[config.mk]
export PLATFORM = sky130hd
export DESIGN_NAME = integer_to_text_formatter
export DESIGN_NICKNAME = d
export VERILOG_FILES = /design/src/rtl/core/itf_pkg.sv /design/src/rtl/core/integer_to_text_formatter.sv /design/src/rtl/core/itf_ctrl.sv /design/src/rtl/core/itf_dp.sv
export VERILOG_INCLUDE_DIRS = /design/src /design/src/rtl/core
export SDC_FILE = /design/constraint.sdc
export NUM_CORES = 1
export LEC_CHECK = 0
export ABC_CLOCK_PERIOD_IN_PS = 27900
export BUFFER_PORTS_ARGS = -buffer_cell sky130_fd_sc_hd__clkbuf_2
export CAP_MARGIN = 20
export CORE_MARGIN = 2
export CORE_UTILIZATION = 40
export DETAILED_ROUTE_END_ITERATION = 10
export PLACE_DENSITY_LB_ADDON = 0.08
export SLEW_MARGIN = 20
export SYNTH_ARGS = -nofsm -noshare
export SYNTH_HDL_FRONTEND = slang
export SYNTH_SLANG_ARGS = --single-unit
[constraint.sdc]
create_clock -name clk -period 27.9 [get_ports clk]
set_input_delay 1.395 -clock clk [delete_from_list [all_inputs] [get_ports clk]]
set_output_delay 1.395 -clock clk [all_outputs]
set_load 0.1 [all_outputs]
[src/rtl/core/integer_to_text_formatter_defines.svh]
// Assertion macros shared by the integer text formatter
`ifndef INTEGER_TO_TEXT_FORMATTER_DEFINES_SVH
`define INTEGER_TO_TEXT_FORMATTER_DEFINES_SVH

// Check a consequence in the same cycle as its trigger
`define ITF_ASSERT_IMPL(lbl, clk_s, rst_s, ante, cons, msg) \
	lbl: assert property (@(posedge clk_s) disable iff (!rst_s) (ante) |-> (cons)) \
		else $error(msg);

// Check a consequence in the cycle after its trigger
`define ITF_ASSERT_NEXT(lbl, clk_s, rst_s, ante, cons, msg) \
	lbl: assert property (@(posedge clk_s) disable iff (!rst_s) (ante) |=> (cons)) \
		else $error(msg);

`endif

[src/rtl/core/itf_pkg.sv]
// Shared codes, controller/datapath handshake types and the digit character helper
package itf_pkg;

	// conversion codes
	localparam logic [2:0] CONV_D     = 3'd0;
	localparam logic [2:0] CONV_U     = 3'd1;
	localparam logic [2:0] CONV_XL    = 3'd2;
	localparam logic [2:0] CONV_XU    = 3'd3;
	localparam logic [2:0] CONV_O     = 3'd4;
	localparam logic [2:0] CONV_B     = 3'd5;
	localparam logic [2:0] CONV_P     = 3'd6;
	localparam logic [2:0] CONV_SPARE = 3'd7;

	// length modifier codes that narrow the argument
	localparam logic [2:0] LEN_NONE = 3'd0;
	localparam logic [2:0] LEN_HH   = 3'd1;
	localparam logic [2:0] LEN_H    = 3'd2;

	// base selection
	localparam logic [1:0] BASE_DEC = 2'd0;
	localparam logic [1:0] BASE_BIN = 2'd1;
	localparam logic [1:0] BASE_OCT = 2'd2;
	localparam logic [1:0] BASE_HEX = 2'd3;

	// result field widths
	localparam int DCNT_W = 7;
	localparam int CCNT_W = 2;

	// ASCII characters
	localparam logic [7:0] CH_NUL   = 8'h00;
	localparam logic [7:0] CH_SPACE = 8'h20;
	localparam logic [7:0] CH_PLUS  = 8'h2B;
	localparam logic [7:0] CH_MINUS = 8'h2D;
	localparam logic [7:0] CH_ZERO  = 8'h30;
	localparam logic [7:0] CH_UA    = 8'h41;
	localparam logic [7:0] CH_UX    = 8'h58;
	localparam logic [7:0] CH_LA    = 8'h61;
	localparam logic [7:0] CH_LB    = 8'h62;
	localparam logic [7:0] CH_LX    = 8'h78;

	// commands from the controller
	typedef struct packed {
		logic load;
		logic dabble;
		logic digit;
		logic emit;
	} itf_cmd_t;

	// status towards the controller
	typedef struct packed {
		logic is_dec;
		logic skip;
		logic digits_done;
		logic out_free;
		logic emit_last;
	} itf_sts_t;

	// map a digit value to its ASCII character
	function automatic logic [7:0] digit_char(input logic [3:0] d, input logic upper);
		logic [7:0] r;
		if (d < 4'd10) begin
			r = CH_ZERO + {4'd0, d};
		end else if (upper) begin
			r = CH_UA + {4'd0, d} - 8'd10;
		end else begin
			r = CH_LA + {4'd0, d} - 8'd10;
		end
		return r;
	endfunction

endpackage

[src/rtl/core/integer_to_text_formatter.sv]
// Top level of the integer text formatter: printf integer conversion to a two-character stream.
// Decimal runs the binary-to-BCD passes, then gathers the digits two at a time, then gives
// ceil(chars/2) output items, one per cycle while the output is not stalled; other bases skip
// the BCD passes. For a 64-bit argument binary takes the longest from one accept to the next.
// The output register lets the next item in while the last result still waits.
// arst_n clears the state machine and the output valid flag; no clearing pass is needed.
`include "integer_to_text_formatter_defines.svh"

module integer_to_text_formatter import itf_pkg::*; #(
	parameter int VALUE_BITS = 64
) (
	input  logic              clk,
	input  logic              arst_n,
	input  logic              in_valid,
	output logic              in_stall,
	input  logic [63:0]       value,
	input  logic [2:0]        conversion,
	input  logic [2:0]        length_mod,
	input  logic              flag_plus,
	input  logic              flag_space,
	input  logic              flag_alternate,
	input  logic              precision_zero,
	output logic              out_valid,
	input  logic              out_stall,
	output logic [CCNT_W-1:0] char_count,
	output logic [7:0]        first_char,
	output logic [7:0]        second_char,
	output logic              last,
	output logic [DCNT_W-1:0] digit_count
);

	localparam int STEPS = (VALUE_BITS + 1) / 2;

	itf_cmd_t cmd;
	itf_sts_t sts;

	// sequencing
	itf_ctrl #(
		.STEPS (STEPS)
	) u_ctrl (
		.clk      (clk),
		.arst_n   (arst_n),
		.in_valid (in_valid),
		.in_stall (in_stall),
		.sts      (sts),
		.cmd      (cmd)
	);

	// conversion and output
	itf_dp #(
		.VALUE_BITS (VALUE_BITS)
	) u_dp (
		.clk            (clk),
		.arst_n         (arst_n),
		.value          (value),
		.conversion     (conversion),
		.length_mod     (length_mod),
		.flag_plus      (flag_plus),
		.flag_space     (flag_space),
		.flag_alternate (flag_alternate),
		.precision_zero (precision_zero),
		.cmd            (cmd),
		.sts            (sts),
		.out_stall      (out_stall),
		.out_valid      (out_valid),
		.char_count     (char_count),
		.first_char     (first_char),
		.second_char    (second_char),
		.last           (last),
		.digit_count    (digit_count)
	);

	// checks on the block's own behaviour
	`ITF_ASSERT_IMPL(a_count_range, clk, arst_n, out_valid, char_count != 2'd3, "item holds more than two characters")
	`ITF_ASSERT_IMPL(a_dcount_mid, clk, arst_n, out_valid && !last, digit_count == '0, "digit count shown before the final item")
	`ITF_ASSERT_IMPL(a_dcount_max, clk, arst_n, out_valid && last, digit_count <= DCNT_W'(VALUE_BITS), "digit count beyond argument width")
	`ITF_ASSERT_NEXT(a_busy_after_accept, clk, arst_n, in_valid && !in_stall, in_stall, "second item taken while one is in work")

endmodule

[src/rtl/core/itf_ctrl.sv]
// Sequencing state machine: load, binary-to-BCD passes, digit gathering, text output
module itf_ctrl import itf_pkg::*; #(
	parameter int STEPS = 32
) (
	input  logic     clk,
	input  logic     arst_n,
	input  logic     in_valid,
	output logic     in_stall,
	input  itf_sts_t sts,
	output itf_cmd_t cmd
);

	localparam logic [1:0] ST_IDLE   = 2'd0;
	localparam logic [1:0] ST_DABBLE = 2'd1;
	localparam logic [1:0] ST_DIGITS = 2'd2;
	localparam logic [1:0] ST_EMIT   = 2'd3;

	localparam int STEP_W = $clog2(STEPS);
	localparam logic [STEP_W-1:0] STEP_LAST = STEP_W'(STEPS - 1);

	logic [1:0]        state_q;
	logic [1:0]        state_d;
	logic [STEP_W-1:0] step_q;

	// take a new item only when idle
	assign in_stall = (state_q != ST_IDLE);

	// next state and commands
	always_comb begin
		state_d = state_q;
		cmd     = '0;
		case (state_q)
			ST_IDLE: begin
				if (in_valid) begin
					cmd.load = 1'b1;
					if (sts.skip) begin
						state_d = ST_EMIT;
					end else if (sts.is_dec) begin
						state_d = ST_DABBLE;
					end else begin
						state_d = ST_DIGITS;
					end
				end
			end
			ST_DABBLE: begin
				cmd.dabble = 1'b1;
				if (step_q == STEP_LAST) begin
					state_d = ST_DIGITS;
				end
			end
			ST_DIGITS: begin
				cmd.digit = 1'b1;
				if (sts.digits_done) begin
					state_d = ST_EMIT;
				end
			end
			ST_EMIT: begin
				if (sts.out_free) begin
					cmd.emit = 1'b1;
					if (sts.emit_last) begin
						state_d = ST_IDLE;
					end
				end
			end
			default: begin
				state_d = ST_IDLE;
			end
		endcase
	end

	// hold state and the pass counter
	always_ff @(posedge clk or negedge arst_n) begin
		if (!arst_n) begin
			state_q <= ST_IDLE;
			step_q  <= '0;
		end else begin
			state_q <= state_d;
			if (cmd.load) begin
				step_q <= '0;
			end else if (cmd.dabble) begin
				step_q <= step_q + STEP_W'(1);
			end
		end
	end

endmodule

[src/rtl/core/itf_dp.sv]
// Datapath: argument narrowing, sign and prefix, BCD conversion, digit store, output register
module itf_dp import itf_pkg::*; #(
	parameter int VALUE_BITS = 64
) (
	input  logic              clk,
	input  logic              arst_n,
	input  logic [63:0]       value,
	input  logic [2:0]        conversion,
	input  logic [2:0]        length_mod,
	input  logic              flag_plus,
	input  logic              flag_space,
	input  logic              flag_alternate,
	input  logic              precision_zero,
	input  itf_cmd_t          cmd,
	output itf_sts_t          sts,
	input  logic              out_stall,
	output logic              out_valid,
	output logic [CCNT_W-1:0] char_count,
	output logic [7:0]        first_char,
	output logic [7:0]        second_char,
	output logic              last,
	output logic [DCNT_W-1:0] digit_count
);

	localparam int VB         = VALUE_BITS;
	localparam int STEPS      = (VB + 1) / 2;
	localparam int MAG_W      = 2 * STEPS;
	localparam int BCD_DIGITS = (VB * 30103) / 100000 + 1;
	localparam int BCD_W      = 4 * BCD_DIGITS;
	localparam int DIG_W      = 4 * VB;
	localparam int W8         = (VB < 8)  ? VB : 8;
	localparam int W16        = (VB < 16) ? VB : 16;
	localparam int W32        = (VB < 32) ? VB : 32;

	// add three to every BCD digit of five or more
	function automatic logic [BCD_W-1:0] add3(input logic [BCD_W-1:0] b);
		logic [BCD_W-1:0] r;
		r = b;
		for (int j = 0; j < BCD_DIGITS; j++) begin
			if (b[4*j +: 4] >= 4'd5) begin
				r[4*j +: 4] = b[4*j +: 4] + 4'd3;
			end
		end
		return r;
	endfunction

	// load-side signals
	logic [2:0]    conv_eff;
	logic          full_w;
	logic [VB-1:0] msk;
	logic [VB-1:0] x;
	logic          sign_bit;
	logic          neg;
	logic [VB-1:0] mag;
	logic          mag_zero;
	logic [1:0]    plen;
	logic [7:0]    pre0;
	logic [7:0]    pre1;
	logic [1:0]    base_ld;
	logic          upper_ld;

	// working registers
	logic [1:0]        base_q;
	logic              upper_q;
	logic [MAG_W-1:0]  mag_q;
	logic [BCD_W-1:0]  bcd_q;
	logic [DIG_W-1:0]  dig_q;
	logic [DCNT_W-1:0] ndig_q;
	logic [DCNT_W-1:0] rd_q;
	logic [1:0]        pr_q;
	logic [7:0]        pre0_q;
	logic [7:0]        pre1_q;

	// output register
	logic              out_valid_q;
	logic [CCNT_W-1:0] ccnt_q;
	logic [7:0]        c0_q;
	logic [7:0]        c1_q;
	logic              last_q;
	logic [DCNT_W-1:0] dcnt_q;

	// BCD pass signals
	logic [BCD_W-1:0] bcd_a;
	logic [BCD_W-1:0] bcd_b;
	logic [BCD_W-1:0] bcd_c;
	logic [BCD_W-1:0] bcd_n;

	// digit step signals
	logic [3:0]       d0;
	logic [3:0]       d1;
	logic             one_left;
	logic             two_done;
	logic [MAG_W-1:0] r1;
	logic [MAG_W-1:0] r2;

	// emit signals
	logic [7:0]        top_ch;
	logic [7:0]        sec_ch;
	logic [7:0]        e0;
	logic [7:0]        e1;
	logic [CCNT_W-1:0] ecnt;
	logic [1:0]        use_n;
	logic [DCNT_W-1:0] rd_next;
	logic              emit_last;

	// narrow the argument, take the sign, choose base and prefix
	always_comb begin
		conv_eff = (conversion == CONV_SPARE) ? CONV_U : conversion;
		full_w   = (conv_eff == CONV_P) ||
			((length_mod != LEN_NONE) && (length_mod != LEN_HH) && (length_mod != LEN_H));
		for (int i = 0; i < VB; i++) begin
			msk[i] = full_w ||
				((length_mod == LEN_HH) && (i < W8)) ||
				((length_mod == LEN_H) && (i < W16)) ||
				((length_mod == LEN_NONE) && (i < W32));
		end
		x = value[VB-1:0] & msk;
		if (full_w) begin
			sign_bit = x[VB-1];
		end else if (length_mod == LEN_HH) begin
			sign_bit = x[W8-1];
		end else if (length_mod == LEN_H) begin
			sign_bit = x[W16-1];
		end else begin
			sign_bit = x[W32-1];
		end
		neg      = (conv_eff == CONV_D) && sign_bit;
		mag      = neg ? ((~(x | ~msk)) + VB'(1)) : x;
		mag_zero = (mag == '0);

		plen     = 2'd0;
		pre0     = CH_NUL;
		pre1     = CH_NUL;
		base_ld  = BASE_DEC;
		upper_ld = 1'b0;
		case (conv_eff)
			CONV_D: begin
				if (neg) begin
					pre0 = CH_MINUS;
					plen = 2'd1;
				end else if (flag_plus) begin
					pre0 = CH_PLUS;
					plen = 2'd1;
				end else if (flag_space) begin
					pre0 = CH_SPACE;
					plen = 2'd1;
				end
			end
			CONV_XL: begin
				base_ld = BASE_HEX;
				if (flag_alternate) begin
					pre0 = CH_ZERO;
					pre1 = CH_LX;
					plen = 2'd2;
				end
			end
			CONV_XU: begin
				base_ld  = BASE_HEX;
				upper_ld = 1'b1;
				if (flag_alternate) begin
					pre0 = CH_ZERO;
					pre1 = CH_UX;
					plen = 2'd2;
				end
			end
			CONV_O: begin
				base_ld = BASE_OCT;
				if (flag_alternate) begin
					pre0 = CH_ZERO;
					plen = 2'd1;
				end
			end
			CONV_B: begin
				base_ld = BASE_BIN;
				if (flag_alternate) begin
					pre0 = CH_ZERO;
					pre1 = CH_LB;
					plen = 2'd2;
				end
			end
			CONV_P: begin
				base_ld = BASE_HEX;
				pre0    = CH_ZERO;
				pre1    = CH_LX;
				plen    = 2'd2;
			end
			default: begin
				base_ld = BASE_DEC;
			end
		endcase

		// zero argument drops the alternate hex or binary prefix; octal keeps it only when no digit follows
		if (mag_zero && flag_alternate &&
			((conv_eff == CONV_XL) || (conv_eff == CONV_XU) || (conv_eff == CONV_B))) begin
			plen = 2'd0;
		end
		if (mag_zero && flag_alternate && (conv_eff == CONV_O) && !precision_zero) begin
			plen = 2'd0;
		end
	end

	// two double-dabble steps per cycle, top bits first
	always_comb begin
		bcd_a = add3(bcd_q);
		bcd_b = {bcd_a[BCD_W-2:0], mag_q[MAG_W-1]};
		bcd_c = add3(bcd_b);
		bcd_n = {bcd_c[BCD_W-2:0], mag_q[MAG_W-2]};
	end

	// peel up to two digits from the low end
	always_comb begin
		r1 = '0;
		r2 = '0;
		d0 = 4'd0;
		d1 = 4'd0;
		case (base_q)
			BASE_BIN: begin
				r1 = mag_q >> 1;
				r2 = mag_q >> 2;
				d0 = {3'd0, mag_q[0]};
				d1 = {3'd0, r1[0]};
			end
			BASE_OCT: begin
				r1 = mag_q >> 3;
				r2 = mag_q >> 6;
				d0 = {1'b0, mag_q[2:0]};
				d1 = {1'b0, r1[2:0]};
			end
			BASE_HEX: begin
				r1 = mag_q >> 4;
				r2 = mag_q >> 8;
				d0 = mag_q[3:0];
				d1 = r1[3:0];
			end
			default: begin
				d0 = bcd_q[3:0];
				d1 = bcd_q[7:4];
			end
		endcase
		if (base_q == BASE_DEC) begin
			one_left = (bcd_q[BCD_W-1:4] == '0);
			two_done = (bcd_q[BCD_W-1:8] == '0);
		end else begin
			one_left = (r1 == '0);
			two_done = (r2 == '0);
		end
	end

	// assemble the next pair of characters
	always_comb begin
		top_ch = digit_char(dig_q[DIG_W-1 -: 4], upper_q);
		sec_ch = digit_char(dig_q[DIG_W-5 -: 4], upper_q);
		e0     = CH_NUL;
		e1     = CH_NUL;
		ecnt   = 2'd0;
		use_n  = 2'd0;
		case (pr_q)
			2'd2: begin
				e0   = pre0_q;
				e1   = pre1_q;
				ecnt = 2'd2;
			end
			2'd1: begin
				e0 = pre0_q;
				if (rd_q != '0) begin
					e1    = top_ch;
					ecnt  = 2'd2;
					use_n = 2'd1;
				end else begin
					ecnt = 2'd1;
				end
			end
			default: begin
				if (rd_q >= DCNT_W'(2)) begin
					e0    = top_ch;
					e1    = sec_ch;
					ecnt  = 2'd2;
					use_n = 2'd2;
				end else if (rd_q == DCNT_W'(1)) begin
					e0    = top_ch;
					ecnt  = 2'd1;
					use_n = 2'd1;
				end
			end
		endcase
		rd_next   = rd_q - {{(DCNT_W-2){1'b0}}, use_n};
		emit_last = (rd_next == '0);
	end

	// advance the working registers
	always_ff @(posedge clk) begin
		if (cmd.load) begin
			base_q  <= base_ld;
			upper_q <= upper_ld;
			mag_q   <= MAG_W'(mag);
			bcd_q   <= '0;
			ndig_q  <= '0;
			rd_q    <= '0;
			pr_q    <= plen;
			pre0_q  <= pre0;
			pre1_q  <= pre1;
		end else if (cmd.dabble) begin
			bcd_q <= bcd_n;
			mag_q <= {mag_q[MAG_W-3:0], 2'b00};
		end else if (cmd.digit) begin
			bcd_q <= bcd_q >> 8;
			mag_q <= r2;
			if (one_left) begin
				dig_q  <= {d0, dig_q[DIG_W-1:4]};
				ndig_q <= ndig_q + DCNT_W'(1);
				rd_q   <= rd_q + DCNT_W'(1);
			end else begin
				dig_q  <= {d1, d0, dig_q[DIG_W-1:8]};
				ndig_q <= ndig_q + DCNT_W'(2);
				rd_q   <= rd_q + DCNT_W'(2);
			end
		end else if (cmd.emit) begin
			pr_q <= 2'd0;
			rd_q <= rd_next;
			if (use_n == 2'd2) begin
				dig_q <= {dig_q[DIG_W-9:0], 8'd0};
			end else if (use_n == 2'd1) begin
				dig_q <= {dig_q[DIG_W-5:0], 4'd0};
			end
		end
	end

	// output item register
	always_ff @(posedge clk or negedge arst_n) begin
		if (!arst_n) begin
			out_valid_q <= 1'b0;
		end else if (cmd.emit) begin
			out_valid_q <= 1'b1;
		end else if (!out_stall) begin
			out_valid_q <= 1'b0;
		end
	end

	always_ff @(posedge clk) begin
		if (cmd.emit) begin
			ccnt_q <= ecnt;
			c0_q   <= e0;
			c1_q   <= e1;
			last_q <= emit_last;
			dcnt_q <= emit_last ? ndig_q : '0;
		end
	end

	// status towards the controller
	always_comb begin
		sts.is_dec      = (base_ld == BASE_DEC);
		sts.skip        = mag_zero && precision_zero;
		sts.digits_done = one_left || two_done;
		sts.out_free    = !out_valid_q || !out_stall;
		sts.emit_last   = emit_last;
	end

	assign out_valid   = out_valid_q;
	assign char_count  = ccnt_q;
	assign first_char  = c0_q;
	assign second_char = c1_q;
	assign last        = last_q;
	assign digit_count = dcnt_q;

endmodule
==> flow_summary.ini, run 1 <==
[routing]
drtIter0Drc = 2184
routedWlPerCell_um = 20.1
vias = 28300
routed_wl_um = 96300
via_per_inst = 5.90
first_pass_iters = 6
ant_nets = 0
drc = 0

[setup_path]
regToRegStartpoint = u_dp.base_q[0]$_DFFE_PP_
reg2reg_slack_ns = 21.85
required_ns = 28.25
cp-start-kind = flip-flop
crit_path_end_kind = flip-flop
criticalPathCategory = flip-flop to flip-flop
timing.rr.end = u_dp.dig_q[5]$_DFFE_PP_
cp.arrival_ns = 6.40
path_max_fanout = 73
r2r_cells = 14

[power_and_ir_drop]
max-vdd-ir-drop_uv = 116
leakagePower_nw = 15.2
power_density_nw_per_um2 = 135

[worst_hold_path]
min_path_type = flip-flop to flip-flop
hp-start = u_dp.rd_q[6]$_SDFFE_PP0P_
hold_depth = 2
whs_endpoint = u_dp.rd_q[6]$_SDFFE_PP0P_

[final_layout]
post-route-util_pct = 44.1
antenna_cells = 0
nNetsFinal = 3814
area_growth_pct = 8.86
nFillCells = 8160
drive_above_1_share_pct = 7.92

[grt]
grt_first_pass_wirelength_um = 152000
grt_pass1_vias = 27000
antenna_found_initial = 0
overflow = 0
grt_use_total_pct = 21.4
grt_start_max_net_pins = 277

[synth]
synth_area_um2 = 34000
yosysWarningCount = 0
postSynthAreaPerCell_um2 = 9.21
synth_seq_cells = 460
synth-edff-count = 358
ys_seq_area_share_pct = 37.8
synth_cells = 3688
synth_ff_type = edfxtp_1
ys_types = 90
synthArstFlopShare_pct = 1.74

[clock_tree]
cts.sinks = 460
clkTransAtPathRegs_ns = 0.06
cts_tree = done
clkLatencyLatePin_ns = 0.63
clk_path_buf_depth = 3
cts_hold_buf = 0
h-tree-depth = 2
cts_setup_buffers = 0
clock-root-buffer = clkbuf_16
cts-resized-gates = 0
numCtsBuffers = 56

[timing]
finalClockSkew_ns = 0.0551
setup_viol = 0
fin_crit_ns = 6.05
final.period_utilization_pct = 21.7
hold_viol = 0
drv_slew = 0
rsz0062_at_grt = false
slew_headroom_pct = 19.0
fin_setup_tns_ns = 0
max_freq_mhz = 165
max_slew.worst_pin.slew_ns = 1.21

[placed_design]
gp_congestion = 0.878
io_buffers = 103
dp_hpwl_um = 64200

[outcome]
status = finished, final reports clean

[floorplan]
io_pins = 106
die_h_um = 295
rows = 106
coreArea_um2 = 83800
initial_core_util_pct = 40.5
fp.dieW_um = 295
die-area_um2 = 87300

[flow_run]
drv_cap = 0
state kept, by name, summed over array words and instances (netlist names):
register / cells
u_dp.ndig_q: 7
u_ctrl.step_q: 5
u_dp.base_q: 2
u_dp.second_char: 7
u_dp.dig_q: 256
u_dp.pre0_q: 5
u_dp.char_count: 2
u_ctrl.state_q: 2
u_dp.rd_q: 7
u_dp.pr_q: 2
u_dp.mag_q: 64
u_dp.upper_q: 1
u_dp.pre1_q: 4
u_dp.first_char: 7
u_dp.digit_count: 7
u_dp.out_valid: 1
u_dp.bcd_q: 80
u_dp.last: 1
cell type report:
type                       count  area, um^2  area share [%]
clock buffer                  76        1540            4.15
clock inverter                28         194           0.524
inverter                     124         478            1.29
multi-input combinational   2831       19700            53.1
sequential                   460       12800            34.7
tap                         1134        1420            3.84
timing repair buffer         141         873            2.36
synth_stat cells, drive strengths merged, types with 34 or more instances:
master	instances	area (um^2)
and2	258	1610
a21oi	438	2190
or3	44	282
nand2b	53	332
mux2i	432	4320
nor4	46	313
o22ai	34	213
nor3	56	280
buf	55	273
a211oi	263	1970
ha	121	1510
nand2	138	521
xnor2	80	701
nor3b	36	270
a31oi	36	225
edfxtp	358	10800
nand3b	40	300
dfxtp	94	1880
nor2	263	987
inv	123	462
clkbuf	219	842
o21ai	152	761
cells by family after synthesis:
group           synth area share, %
compound gates                 19.9
simple gates                   17.1
flops                          37.8
mux                            13.5
buf+inv                        4.65
fa+ha+maj                      4.51
xor+xnor                       2.53
other cells                  0.0110
power breakdown:
part           total (W)  internal [W]  switching [W]
logic            0.00258      0.000970        0.00161
registers        0.00172       0.00134       0.000373
clock network   0.000698      0.000394       0.000304
metal layers:
metal / up-vias / share of wire, % / global-route usage (%)
met1: 13900 / 46 / 29.4
li1: 13600 / - / -
met3: 153 / 3.7 / 2.49
met4: 0 / 2.9 / 6.61
met2: 611 / 48 / 35.1
met5: - / 0 / 0
worst max path at each step:
stage	start	endpoint	slack [ns]
4_1_cts	u_dp.base_q[0]$_DFFE_PP_	u_dp.dig_q[5]$_DFFE_PP_	21.64
3_5_place_dp	u_dp.base_q[0]$_DFFE_PP_	u_dp.dig_q[5]$_DFFE_PP_	21.58
5_1_grt	u_dp.base_q[0]$_DFFE_PP_	u_dp.dig_q[5]$_DFFE_PP_	21.44
2_1_floorplan	out_stall	u_dp.dig_q[0]$_SDFFCE_PN0P_	6.69
3_3_place_gp	u_dp.base_q[0]$_DFFE_PP_	u_dp.dig_q[5]$_DFFE_PP_	21.81
6_report	u_dp.base_q[0]$_DFFE_PP_	u_dp.dig_q[5]$_DFFE_PP_	21.85
per-stage QoR:
step	setup slack, ns	std cells	hold slack (ns)	total power (W)	area (um^2)
5_1_grt	21.44	4794	0.514	0.00541	37000
3_3_place_gp	21.81	4688	0.469	0.00422	35200
6_report	21.85	4794	0.493	0.00499	37000
2_1_floorplan	6.69	3689	0.454	0.00378	34000
4_1_cts	21.64	4792	0.497	0.00502	36900
3_5_place_dp	21.58	4688	0.487	0.00430	35200
placed cells by master, fill, tap and decap left out, types with 40 or more instances in the layout:
cell type / n
ha_1: 118
clkbuf_16: 56
and2_1: 257
nor3_1: 54
xnor2_1: 80
o21ai_0: 151
mux2i_1: 432
nand2b_1: 52
nand2_1: 137
nand3b_1: 40
nor2_1: 262
a211oi_1: 263
dfxtp_1: 94
a21oi_1: 438
inv_1: 121
nor4_1: 41
clkbuf_2: 103
edfxtp_1: 358
critical path, stage by stage, from the launching register on:
cell	delay, ns
edfxtp_1	0.32
buf_4	0.45
buf_4	0.78
mux2i_1	0.25
o21ai_0	0.14
nor4_1	0.71
nand4_1	0.28
nor4_2	0.65
a32oi_4	0.06
buf_4	0.46
buf_4	0.57
buf_4	0.51
mux2_2	0.35
nand2_1	0.06
o21ai_0	0.08
Power figures use the tool's default switching activity.
==> inputs of run 2 (changes only) <==
--- a/config.mk
+++ b/config.mk
@@ -6,7 +6,7 @@
 export SDC_FILE = /design/constraint.sdc
 export NUM_CORES = 1
 export LEC_CHECK = 0
-export ABC_CLOCK_PERIOD_IN_PS = 27900
+export ABC_CLOCK_PERIOD_IN_PS = 6230
 export BUFFER_PORTS_ARGS = -buffer_cell sky130_fd_sc_hd__clkbuf_2
 export CAP_MARGIN = 20
 export CORE_MARGIN = 2
==> constraint.sdc (replaced) <==
create_clock -name clk -period 6.23 [get_ports clk]
set_input_delay 0.3115 -clock clk [delete_from_list [all_inputs] [get_ports clk]]
set_output_delay 0.3115 -clock clk [all_outputs]
set_load 0.1 [all_outputs]
==> run 2 against run 1 <==
Against the previous run: design area up 0.32%; global-route usage is 0.30 points higher; fmax grew 24%; critical path type unchanged; critical endpoint is now u_dp.dig_q[7]$_DFFE_PP_; largest cell class unchanged.
==> flow_summary.ini, run 2 (synthesis gave the netlist of run 1 again) <==
[placed_design]
io_buffers = 103
gp_congestion = 0.851
place_area_um2 = 35300
dp.cells = 4686
dp_hpwl_um = 64500

[final_layout]
nNetsFinal = 3814
drive_above_1_share_pct = 8.11
post-route-cell-area_um2 = 37100
largest_reg_flops = 256
fin_cells = 4796
regMostFlops = u_dp.dig_q
final_cell_mix = 438 x a21oi_1, 432 x mux2i_1, 358 x edfxtp_1, 263 x a211oi_1, 262 x nor2_1
reg_top3 = u_dp.dig_q (256), u_dp.bcd_q (80), u_dp.mag_q (64)
layout_commonest_cell = a21oi_1
nFillCells = 8095
area_growth_pct = 9.21
post-route-util_pct = 44.3

[timing]
slew_headroom_pct = 17.7
setup_viol = 0
max_freq_mhz = 205
max_slew.worst_pin.slew_ns = 1.24
finalClockSkew_ns = 0.0235
fin_setup_tns_ns = 0
hold_viol = 0
drv_slew = 0
final.period_utilization_pct = 78.5
rsz0062_at_grt = false
fin_crit_ns = 4.89

[grt]
grt_start_max_net_pins = 259
overflow = 0
grt_pass1_vias = 27700
grt_use_total_pct = 21.7
antenna_found_initial = 1
grt_first_pass_wirelength_um = 155000

[clock_tree]
cts_hold_buf = 2
clk_path_buf_depth = 3
cts-resized-gates = 0
h-tree-depth = 2
clkLatencyLatePin_ns = 0.63
cts_tree = done
numCtsBuffers = 58
clock-root-buffer = clkbuf_16
cts_setup_buffers = 0
clkTransAtPathRegs_ns = 0.06
cts.sinks = 460

[floorplan]
rows = 106
die-area_um2 = 87300
fp.dieW_um = 295
coreArea_um2 = 83800
die_h_um = 295
initial_core_util_pct = 40.5
io_pins = 106

[routing]
drtIter0Drc = 2051
routed_wl_um = 97100
drc = 0
via_per_inst = 5.90
ant_nets = 0
routedWlPerCell_um = 20.2
vias = 28300
first_pass_iters = 5

[worst_hold_path]
whs_endpoint = u_dp.pre0_q[1]$_SDFFCE_PN0P_
hp-start = flag_plus
min_path_type = primary input to flip-flop
hold_depth = 3

[setup_path]
required_ns = 6.57
cp-start-kind = flip-flop
timing.rr.end = u_dp.dig_q[7]$_DFFE_PP_
crit_buf_inv = 3
path_max_fanout = 91
regToRegStartpoint = u_dp.base_q[1]$_DFFE_PP_
cp_slowest_cell = nor4_1
max_stage_delay_ns = 0.84
reg2reg_slack_ns = 1.34
r2r_cells = 11
cp.arrival_ns = 5.23
crit_chain = inv_1 -> buf_4 -> o21ai_0 -> nor4_1 -> nand4_1 -> nor4_1 -> a32oi_4 -> buf_12 -> mux2_2 -> nand2_1 -> o21ai_0
cp_top_family = simple AND/OR/NAND/NOR gates
crit_path_end_kind = flip-flop
criticalPathCategory = flip-flop to flip-flop

[outcome]
status = finished, final reports clean

[flow_run]
drv_cap = 0

[power_and_ir_drop]
power_density_nw_per_um2 = 604
leakagePower_nw = 15.2
max-vdd-ir-drop_uv = 637
-- run 2: worst max path at each step --
stage | from | slack (ns) | endpoint | cells after the start
2_1_floorplan | u_dp.rd_q[4]$_SDFFE_PP0P_ | -1.52 | u_dp.dig_q[0]$_SDFFCE_PN0P_ | 6
3_3_place_gp | conversion[1] | 1.18 | u_dp.pr_q[0]$_SDFFCE_PP0P_ | 11
3_5_place_dp | conversion[1] | 1.26 | u_dp.pr_q[0]$_SDFFCE_PP0P_ | 11
4_1_cts | u_dp.base_q[1]$_DFFE_PP_ | 1.47 | u_dp.ndig_q[6]$_SDFFE_PP0P_ | 12
5_1_grt | u_dp.base_q[1]$_DFFE_PP_ | 1.19 | u_dp.ndig_q[6]$_SDFFE_PP0P_ | 12
6_report | u_dp.base_q[1]$_DFFE_PP_ | 1.34 | u_dp.dig_q[7]$_DFFE_PP_ | 11
-- run 2: worst reg2reg max path, delay by kind of cell, from the launching register on --
family / cells / cell delay [ns]
buf+inv: 3 / 1.12
simple gates: 4 / 1.87
mux: 1 / 0.50
flops: 1 / 0.43
compound gates: 3 / 0.70
-- run 2: per-stage QoR --
step	hold WS, ns	power (W)	worst slack [ns]
after floorplan	0.0159	0.0163	-1.52
after global placement	0.214	0.0189	1.18
after detailed placement	0.218	0.0193	1.26
after CTS	0.0750	0.0226	1.47
after global routing	0.0944	0.0243	1.19
final	0.0878	0.0224	1.34
-- run 2: report_power, final --
part	leakage, nW	internal [W]	switching [W]
Combinational	10.0	0.00435	0.00722
Clock	0.864	0.00180	0.00135
Sequential	4.31	0.00601	0.00167
Total	15.2	0.0122	0.0103
-- run 2: cell type report --
cell class / count / area (um^2) / area share (%)
timing repair buffer: 139 / 878 / 2.37
antenna: 1 / 2.50 / 0.00674
clock buffer: 80 / 1570 / 4.24
clock inverter: 27 / 183 / 0.492
sequential: 460 / 12800 / 34.6
multi-input combinational: 2831 / 19700 / 53.1
tap: 1134 / 1420 / 3.82
inverter: 124 / 480 / 1.29
-- run 2: layer usage --
layer | GRT usage, % | vias to the layer above | share of wire [%]
met5 | 0 | - | 0
met4 | 5.19 | 0 | 2.0
met3 | 2.27 | 130 | 3.4
met2 | 37.0 | 523 | 49
met1 | 29.4 | 14100 | 46
li1 | - | 13600 | -
